==> config.mk <==
export PLATFORM = sky130hd
export DESIGN_NAME = cmvg_regs
export DESIGN_NICKNAME = d
export VERILOG_FILES = /design/src/rtl/cone_mesh_vertex_generator_top_assert.svh /design/src/rtl/cmvg_pkg.sv /design/src/rtl/cmvg_regs.sv
export SDC_FILE = /design/constraint.sdc
export NUM_CORES = 1
export LEC_CHECK = 0
export BUFFER_PORTS_ARGS = -buffer_cell sky130_fd_sc_hd__clkbuf_2
export CAP_MARGIN = 10
export CORE_ASPECT_RATIO = 0.6
export CORE_MARGIN = 8
export CORE_UTILIZATION = 40
export CTS_BUF_LIST = sky130_fd_sc_hd__clkbuf_8
export DETAILED_ROUTE_END_ITERATION = 8
export GPL_ROUTABILITY_DRIVEN = 0
export HOLD_SLACK_MARGIN = 0.08
export PLACE_DENSITY_LB_ADDON = 0.05
export SYNTH_ARGS = -nofsm -noshare
export SYNTH_HDL_FRONTEND = slang
export SYNTH_SLANG_ARGS = --single-unit
==> constraint.sdc <==
create_clock -name clk_i -period 0.9 [get_ports clk_i]
set_clock_uncertainty 0.15 [all_clocks]
set_input_delay 0.09 -clock clk_i [delete_from_list [all_inputs] [get_ports clk_i]]
set_output_delay 0.09 -clock clk_i [all_outputs]
set_load 0.01 [all_outputs]
==> src/rtl/cone_mesh_vertex_generator_top_assert.svh <==
// Assertion macros for the cone mesh vertex generator.
`ifndef CONE_MESH_VERTEX_GENERATOR_TOP_ASSERT_SVH
`define CONE_MESH_VERTEX_GENERATOR_TOP_ASSERT_SVH
`ifndef SYNTH
`define CMVG_ASSERT_IMP(lbl, ante, cons) \
  lbl: assert property (@(posedge clk_i) disable iff (!rst_ni) (ante) |-> (cons)) \
    else $error("assertion failed");
`define CMVG_ASSERT_NXT(lbl, ante, cons) \
  lbl: assert property (@(posedge clk_i) disable iff (!rst_ni) (ante) |=> (cons)) \
    else $error("assertion failed");
`else
`define CMVG_ASSERT_IMP(lbl, ante, cons)
`define CMVG_ASSERT_NXT(lbl, ante, cons)
`endif
`endif

==> src/rtl/cmvg_pkg.sv <==
`timescale 1ns / 1ps
package cmvg_pkg;

  localparam int CoordW  = 32;
  localparam int QuatW   = 16;
  localparam int ScaleW  = 16;
  localparam int DimW    = 14;
  localparam int CntW    = 7;
  localparam int IdxW    = 6;
  localparam int TexW    = 17;
  localparam int CornerW = 3;
  localparam int LenW    = DimW + ScaleW;
  localparam int RecipW  = 32;

  localparam logic [TexW-1:0] TexHalf = 17'd32768;
  localparam logic [TexW-1:0] TexOne  = 17'd65536;

  localparam int SinA = 25736;
  localparam int SinB = 10512;
  localparam int SinC = 1160;

  localparam logic [1:0] RegRadius = 2'd0;
  localparam logic [1:0] RegHeight = 2'd1;
  localparam logic [1:0] RegCount  = 2'd2;

  typedef enum logic [1:0] {
    KindRing   = 2'd0,
    KindApex   = 2'd1,
    KindCenter = 2'd2
  } kind_e;

  typedef enum logic [CornerW-1:0] {
    CrnRing0   = 3'd0,
    CrnRing1   = 3'd1,
    CrnApex    = 3'd2,
    CrnCenter  = 3'd3,
    CrnRing1b  = 3'd4,
    CrnRing0b  = 3'd5
  } corner_e;

  typedef struct packed {
    kind_e                    kind;
    corner_e                  corner;
    logic signed [CoordW-1:0] base_x;
    logic signed [CoordW-1:0] base_y;
    logic signed [CoordW-1:0] base_z;
    logic signed [QuatW-1:0]  quat_x;
    logic signed [QuatW-1:0]  quat_y;
    logic signed [QuatW-1:0]  quat_z;
    logic signed [QuatW-1:0]  quat_w;
    logic [LenW-1:0]          len_r;
    logic [LenW-1:0]          len_h;
    logic [TexW-1:0]          tex_u;
    logic [TexW-1:0]          tex_v;
  } vtx_t;

endpackage

==> src/rtl/cmvg_regs.sv <==
`timescale 1ns / 1ps
module cmvg_regs (
  input  logic                      clk_i,
  input  logic                      rst_ni,
  input  logic                      psel,
  input  logic                      penable,
  input  logic                      pwrite,
  input  logic [3:0]                paddr,
  input  logic [31:0]               pwdata,
  output logic [31:0]               prdata,
  output logic                      pready,
  output logic [cmvg_pkg::DimW-1:0] radius_o,
  output logic [cmvg_pkg::DimW-1:0] height_o,
  output logic [cmvg_pkg::CntW-1:0] count_o
);
  import cmvg_pkg::*;

  logic [DimW-1:0] radius_q, height_q;
  logic [CntW-1:0] count_q;
  logic            wr;

  assign pready = 1'b1;
  assign wr     = psel && penable && pwrite;

  always_ff @(posedge clk_i or negedge rst_ni) begin
    if (!rst_ni) begin
      radius_q <= 14'd256;
      height_q <= 14'd256;
      count_q  <= 7'd16;
    end else if (wr) begin
      unique case (paddr[3:2])
        RegRadius: radius_q <= pwdata[DimW-1:0];
        RegHeight: height_q <= pwdata[DimW-1:0];
        RegCount:  count_q  <= pwdata[CntW-1:0];
        default: ;
      endcase
    end
  end

  always_comb begin
    unique case (paddr[3:2])
      RegRadius: prdata = 32'(radius_q);
      RegHeight: prdata = 32'(height_q);
      RegCount:  prdata = 32'(count_q);
      default:   prdata = 32'd0;
    endcase
  end

  assign radius_o = radius_q;
  assign height_o = height_q;
  assign count_o  = count_q;
endmodule

## After elaboration in Yosys (flattened, before gate mapping)

Cells that the tools add are included.
W data, S select, Z words.

- Reduce and logical (&&, ||, !) cells: 6
- Equality and inequality tests: 2
- Mux-type cells: 1

Operators by type and width:

| operator | number |
|---|---|
| $pmux W14 S3 | 1 |
| $reduce_and A2 Y1 | 3 |
| $eq A2 B1 Y1 const B | 1 |
| $eq A2 B2 Y1 const B | 1 |
| $logic_and A1 B1 Y1 | 2 |
| $logic_not A2 Y1 | 1 |

- Output and inout bits: 68
- Input bits: 41
- Register bits: 35
- Word-level logic and storage cells: 12

## Longest topological paths before layout

Gate-level depths: netlist of run 1.

- Depth in word-level cells: 3
- Depth in mapped cells: 5
- Depth with buffers taken out: 3

## Worst setup path after synthesis of run 1

No wires, ideal clock.

- Path type: input to register
- Start point: in paddr[3]
- End point: reg height_q[10] (netlist: height_o[10])
- Path buffers: 3
- Data arrival time: 1,147 ps
- Library setup time: 125 ps
- Slack: -522 ps
- Stages on the path: 5
- Required time: 625 ps
- Cell sequence: buf_2 -> or3b_1 -> buf_2 -> buf_6 -> mux2_4

- Longest elaborated chain between the ends: 2

RTL lines:

| item | line | source |
|---|---|---|
| from (decl) | cmvg_regs.sv:8 | `input logic [3:0] paddr,` |
| $eq A2 B1 Y1 | cmvg_regs.sv:31 | `unique case (paddr[3:2])` |
| $reduce_and A2 Y1 (no line) | n/a |  |
| to (signal assigned) | cmvg_regs.sv:33 | `RegHeight: height_q <= pwdata[DimW-1:0];` |
| to (decl) | cmvg_regs.sv:18 | `logic [DimW-1:0] radius_q, height_q;` |

No other way between the ends.
A chain may end at the register's enable or synchronous reset.

## Final worst setup path of run 1

- Start point: reg height_q[4] (netlist: height_o[4])
- End point: out prdata[4]

- Longest elaborated chain between the ends: 1

RTL lines:

| item | line | source |
|---|---|---|
| $pmux W14 S3 | cmvg_regs.sv:41 | `unique case (paddr[3:2])` |
| to (decl) | cmvg_regs.sv:10 | `output logic [31:0] prdata,` |

No other way between the ends.

==> results of run 1 <==
-- cells by family after synthesis --
group	Yosys count	share of synthesized area
AO/OA/AOI/OAI	7	0.0196
buffers and inverters	26	0.106
flip-flops	35	0.493
AND/OR/NAND/NOR	19	0.0561
multiplexers	49	0.321
other	2	0.00421
-- placed cells by master, fill, tap and decap left out, drive strengths merged, types with 7 or more instances in the layout --
master and n:
mux2 35, conb 19, nor2 7, dfrtp 32, nand2 7, buf 91, mux2i 14, o21ai 7
clkbuf 40
-- power groups by stage --
| stage | Clock (mW) | Combinational (mW) | Sequential (mW) |
|---|---|---|---|
| final | 1.09 | 2.92 | 2.28 |
| after detailed placement | 0 | 1.88 | 2.28 |
| after floorplan | 0 | 0.760 | 2.41 |
| after CTS | 1.13 | 2.31 | 2.25 |
| after global routing | 1.20 | 3.13 | 2.32 |
| after global placement | 0 | 1.84 | 2.25 |
-- worst min path at each step --
stage	from	end	slack [ns]	depth (start not counted)
2_1_floorplan	rst_ni	count_o[0]	-0.36	0
3_3_place_gp	rst_ni	radius_o[2]	-0.08	2
3_5_place_dp	rst_ni	radius_o[2]	-0.08	2
4_1_cts	pwdata[12]	height_o[12]	-0.11	2
5_1_grt	pwdata[12]	height_o[12]	-0.11	2
6_report	pwdata[8]	height_o[8]	-0.10	2
-- registers in the layout, indices dropped and copies added (netlist names) --
name and count:
count_o 7, height_o 14, radius_o 14
-- area by class of cell --
| type | count | area [um2] | area share |
|---|---|---|---|
| clock buffers | 5 | 68.8 | 0.0224 |
| clock inverters | 3 | 15.0 | 0.00489 |
| repair buffers | 127 | 1160 | 0.377 |
| multi-input cells | 94 | 876 | 0.285 |
| flip-flops and latches | 35 | 880 | 0.286 |
| well taps | 60 | 75.1 | 0.0244 |
-- per-stage QoR --
step / hold slack, ns / instance area [um2] / std cells / util / TNS (ns)
after detailed placement: -0.0793 / 2370 / 293 / 0.565 / -21.30
final: -0.101 / 3070 / 324 / 0.733 / -20.00
after global placement: -0.0827 / 2370 / 293 / 0.565 / -20.59
after global routing: -0.110 / 3070 / 324 / 0.733 / -22.89
after CTS: -0.107 / 2730 / 310 / 0.651 / -19.38
after floorplan: -0.356 / 1890 / 155 / - / -14.53
-- per-layer routing --
| metal | global-route usage | vias to the layer above | share of wire |
|---|---|---|---|
| met5 | 0 | - | 0 |
| met4 | 0.0381 | 0 | 0.012 |
| met3 | 0.0574 | 9 | 0.10 |
| met2 | 0.230 | 61 | 0.45 |
| met1 | 0.186 | 721 | 0.44 |
| li1 | - | 687 | - |
-- critical path, stage by stage (launching register included) --
cell and delay, ns:
dfrtp_1 0.40, mux2i_1 0.20, o21ai_0 0.14, buf_2 0.17
-- repair_timing --
action                                 in CTS  in global routing
gates resized for setup                    48                 79
gates cloned                                0                  1
setup buffers                               9                 18
setup endpoints to repair                  84                 84
endpoints found under the hold margin      70                 35
pin swaps                                   7                  7
==> impl_metrics.py, run 1 <==
metrics = {
    "status": {
        "outcome": "finished, violations left",
        "violations": "hold timing, setup timing",
    },
    "drt": {
        "drtAntennaViolNets": 0,
        "drc": 0,
        "vias": 1478,
        "avgViaCountPerCell": 4.56,
        "wl_um": 5340,
        "firstDrtPassIters": 4,
        "wl_per_cell_um": 16.5,
        "drt_iter0_drc": 24,
    },
    "power_and_ir_drop": {
        "power.leakage_nw": 1.62,
        "p_int_mw": 4.39,
        "fin_total_pwr_mw": 6.30,
        "pwr-share-seq": 0.362,
        "p_sw_frac": 0.303,
        "irDropWorstVdd_v": 0.00110,
        "clock_power_share": 0.174,
        "share_comb_of_total_power": 0.464,
        "p_sw_mw": 1.91,
        "pwr_density_cell_nw_per_um2": 2050,
    },
    "synth": {
        "synth_top_area_share": 0.449,
        "ys_top_cells_by_count": "32 x dfrtp_1, 25 x mux2_2, 19 x buf_4, 14 x mux2i_1, 10 x mux2_4",
        "seq_area_frac_synth": 0.493,
        "yosysWarnings": 0,
        "synthFlopType": "dfrtp_1",
        "ys_types": 18,
        "synth.avg_cell_area_um2": 12.9,
        "synth-edff-count": 0,
        "yosysTopAreaCell": "dfrtp_1",
        "synth_cells": 138,
        "synth_seq_cells": 35,
        "yosys.cell_count.top_type": "dfrtp_1",
        "syn_area_um2": 1780,
        "async_reset_ff_frac": 1.00,
        "synthTopCellsByArea": "dfrtp_1 45%, mux2_2 16%, mux2_4 8.4%",
    },
    "finish": {
        "areaGrowthSynthToFinish_pct": 72.3,
        "diodes": 0,
        "drive_above_1_share": 0.670,
        "fillers": 304,
        "nets": 304,
    },
    "timing": {
        "setup_viol": 84,
        "min_period_over_period": 1.58,
        "finalMaxSlewViolations": 0,
        "period_minus_slack_ns": 1.43,
        "hold_viol": 35,
        "fin_ws_ns": -0.526,
        "rsz0062_at_grt": "true",
        "hold_ws_ns": -0.101,
        "max_clock_freq_mhz": 701,
    },
    "setup_path": {
        "start_kind": "register",
        "worstPathArrival_ns": 1.19,
        "crit_required_ns": 0.66,
        "cp-endpoint": "prdata[4]",
        "cp_max_fo": 3,
        "r2r_setup_slack_ns": -0.29,
        "worstSetupPathType": "register to output port",
        "critPathLaunch": "height_o[4]",
        "r2r_cells": 4,
        "r2r-start": "radius_o[8]",
        "timing.rr.end": "radius_o[8]",
        "end_kind": "output port",
    },
    "placed_design": {
        "hpwl_um": 3630,
        "io_buffers": 69,
        "place_worst_setup_slack_ns": -0.521,
    },
    "clock_tree": {
        "cts_tree": "done",
        "insertion_delay_ns": 0.27,
        "cts_root_buf": "clkbuf_8",
        "clockBufferDepth": 2,
        "hold_buffers": 1,
        "cts.sinks": 35,
        "cts-htree-levels": 2,
        "cts_buffers": 5,
        "clk_pin_slew_ns": 0.08,
    },
    "die": {
        "ioPinCount": 109,
        "rows": 18,
        "initial_core_util": 0.426,
        "coreArea_um2": 4190,
        "dieHeight_um": 67.7,
        "dieArea_um2": 6920,
        "die_x_um": 102,
    },
    "global_routing": {
        "grt_pass1_wl_um": 7910,
        "grt_pass1_vias": 1599,
        "grt_max_degree": 36,
        "grt_overflow": 0,
        "track_usage": 0.147,
        "antenna_found_initial": 0,
    },
    "flow_run": {
        "maxCapViolations": 0,
    },
    "min_path": {
        "min_path_type": "input pin to register",
    },
}
Note: power is estimated with default switching activity, not from simulation.
==> inputs of run 2 (changes only) <==
--- a/config.mk
+++ b/config.mk
@@ -14,7 +14,7 @@
 export DETAILED_ROUTE_END_ITERATION = 8
 export GPL_ROUTABILITY_DRIVEN = 0
 export HOLD_SLACK_MARGIN = 0.08
-export PLACE_DENSITY_LB_ADDON = 0.05
+export PLACE_DENSITY_LB_ADDON = 0.15
 export SYNTH_ARGS = -nofsm -noshare
 export SYNTH_HDL_FRONTEND = slang
 export SYNTH_SLANG_ARGS = --single-unit
==> run 2 against run 1 <==
Die area unchanged; critical endpoint is now prdata[8]; worst hold slack improved by 0.0078 ns; clock power decreased by 4%; largest power group unchanged; largest cell class unchanged; the run still ends with hold timing, setup timing left; sequential share of layout area decreased by 1.4 points.
==> impl_metrics.py, run 2 (synthesis gave the netlist of run 1 again) <==
metrics = {
    "status": {
        "outcome": "finished, violations left",
        "violations": "hold timing, setup timing",
    },
    "drt": {
        "firstDrtPassIters": 4,
        "drc": 0,
        "drt_iter0_drc": 29,
        "vias": 1533,
        "drtAntennaViolNets": 0,
        "wl_per_cell_um": 16.6,
        "avgViaCountPerCell": 4.55,
        "wl_um": 5600,
    },
    "setup_path": {
        "critPathMaxStageDelay_ns": 0.55,
        "timing.rr.end": "radius_o[8]",
        "path_delay_family": "flip-flops",
        "r2r-start": "radius_o[8]",
        "cp_max_fo": 2,
        "crit_chain": "mux2i_1 -> nor2_1 -> buf_2",
        "worstPathArrival_ns": 1.12,
        "path_buf_inv": 1,
        "r2r_setup_slack_ns": -0.27,
        "crit_required_ns": 0.66,
        "r2r_cells": 4,
        "cpMaxStageDelayCell": "dfstp_2",
        "start_kind": "register",
        "critPathLaunch": "radius_o[8]",
        "worstSetupPathType": "register to output port",
        "end_kind": "output port",
    },
    "timing": {
        "hold_ws_ns": -0.0931,
        "hold_viol": 35,
        "min_period_over_period": 1.51,
        "setup_viol": 84,
        "finalMaxSlewViolations": 0,
        "max_clock_freq_mhz": 737,
        "fin_ws_ns": -0.456,
        "rsz0062_at_grt": "true",
        "period_minus_slack_ns": 1.36,
    },
    "clock_tree": {
        "clk_pin_slew_ns": 0.07,
        "hold_buffers": 1,
        "cts.sinks": 35,
        "cts_buffers": 5,
        "insertion_delay_ns": 0.28,
        "cts_root_buf": "clkbuf_8",
        "cts-htree-levels": 2,
        "clockBufferDepth": 2,
        "cts_tree": "done",
    },
    "global_routing": {
        "grt_pass1_vias": 1637,
        "grt_overflow": 0,
        "grt_max_degree": 36,
        "track_usage": 0.154,
        "antenna_found_initial": 0,
        "grt_pass1_wl_um": 8170,
    },
    "power_and_ir_drop": {
        "pwr-share-seq": 0.343,
        "pwr_density_cell_nw_per_um2": 2080,
        "share_comb_of_total_power": 0.500,
        "p_sw_frac": 0.296,
        "p_sw_mw": 1.98,
        "power.leakage_nw": 1.71,
        "irDropWorstVdd_v": 0.00110,
        "p_int_mw": 4.73,
        "clock_power_share": 0.157,
        "fin_total_pwr_mw": 6.72,
    },
    "min_path": {
        "min_to": "height_o[11]",
        "hp-start": "pwdata[11]",
        "worstHoldPathCells": 2,
        "min_path_type": "input pin to register",
    },
    "die": {
        "die_x_um": 102,
        "dieHeight_um": 67.7,
        "coreArea_um2": 4190,
        "ioPinCount": 109,
        "dieArea_um2": 6920,
        "rows": 18,
        "initial_core_util": 0.426,
    },
    "finish": {
        "design_area_um2": 3230,
        "diodes": 0,
        "nets": 317,
        "drive_above_1_share": 0.675,
        "areaGrowthSynthToFinish_pct": 81.3,
        "final_common_cell": "buf_6",
        "final_cell_mix": "79 x buf_6, 32 x mux2_4, 32 x dfrtp_1",
    },
    "placed_design": {
        "hpwl_um": 3670,
        "io_buffers": 69,
        "placed_area_um2": 2360,
    },
    "flow_run": {
        "maxCapViolations": 0,
    },
}
## run 2: cell count changes in the layout (fill, tap and decap cells not counted), moves of 3 or more
cell and change:
mux2_4 +4, buf_8 +3, clkbuf_2 -4, inv_1 +3, clkinv_2 -3, mux2_2 -4
buf_6 +20
## run 2: area by class of cell
type / count / area [um2]
fill: 256 / 956
tap: 60 / 75.1
multi-input combinational: 94 / 886
clock buffer: 5 / 68.8
clock inverter: 3 / 11.3
sequential: 35 / 880
timing repair buffer: 140 / 1310
## run 2: timing repair
item | in CTS | in global routing
hold endpoints to repair | 70 | 35
pin swaps | 4 | 7
gates cloned | 1 | 0
endpoints found under the setup margin | 84 | 84
resized for setup | 55 | 110
buffers inserted | 18 | 22
## run 2: how the worst max path moves through the flow
stage	slack, ns	to	cells past startpoint
after CTS	-0.47	prdata[8]	3
after global placement	-0.50	height_o[9]	5
after floorplan	-0.51	height_o[10]	5
after detailed placement	-0.52	height_o[10]	5
after global routing	-0.51	prdata[4]	3
final	-0.46	prdata[8]	3
## run 2: metrics by stage
stage                     cells   util  setup TNS [ns]  setup slack, ns
after floorplan             155      -          -14.53           -0.510
after global placement      293  0.562          -18.76           -0.496
after detailed placement    293  0.562          -19.63           -0.515
after CTS                   321  0.668          -20.63           -0.466
after global routing        337  0.772          -23.87           -0.507
final                       337  0.772          -21.04           -0.456
## run 2: power by group through the flow
stage / clock [mW] / combinational, mW / sequential, mW
floorplan: 0 / 0.760 / 2.41
global placement: 0 / 1.84 / 2.26
detailed placement: 0 / 1.87 / 2.28
CTS: 1.09 / 2.49 / 2.25
global route: 1.18 / 3.59 / 2.35
finish: 1.05 / 3.36 / 2.31
## run 2: metal layers
layer  wire length (um)  GRT usage  vias to the layer above
met3                484     0.0564                       12
met4                102     0.0563                        0
met1               2350      0.191                      753
met5                  0          0                        -
li1                   -          -                      710
met2               2670      0.243                       58
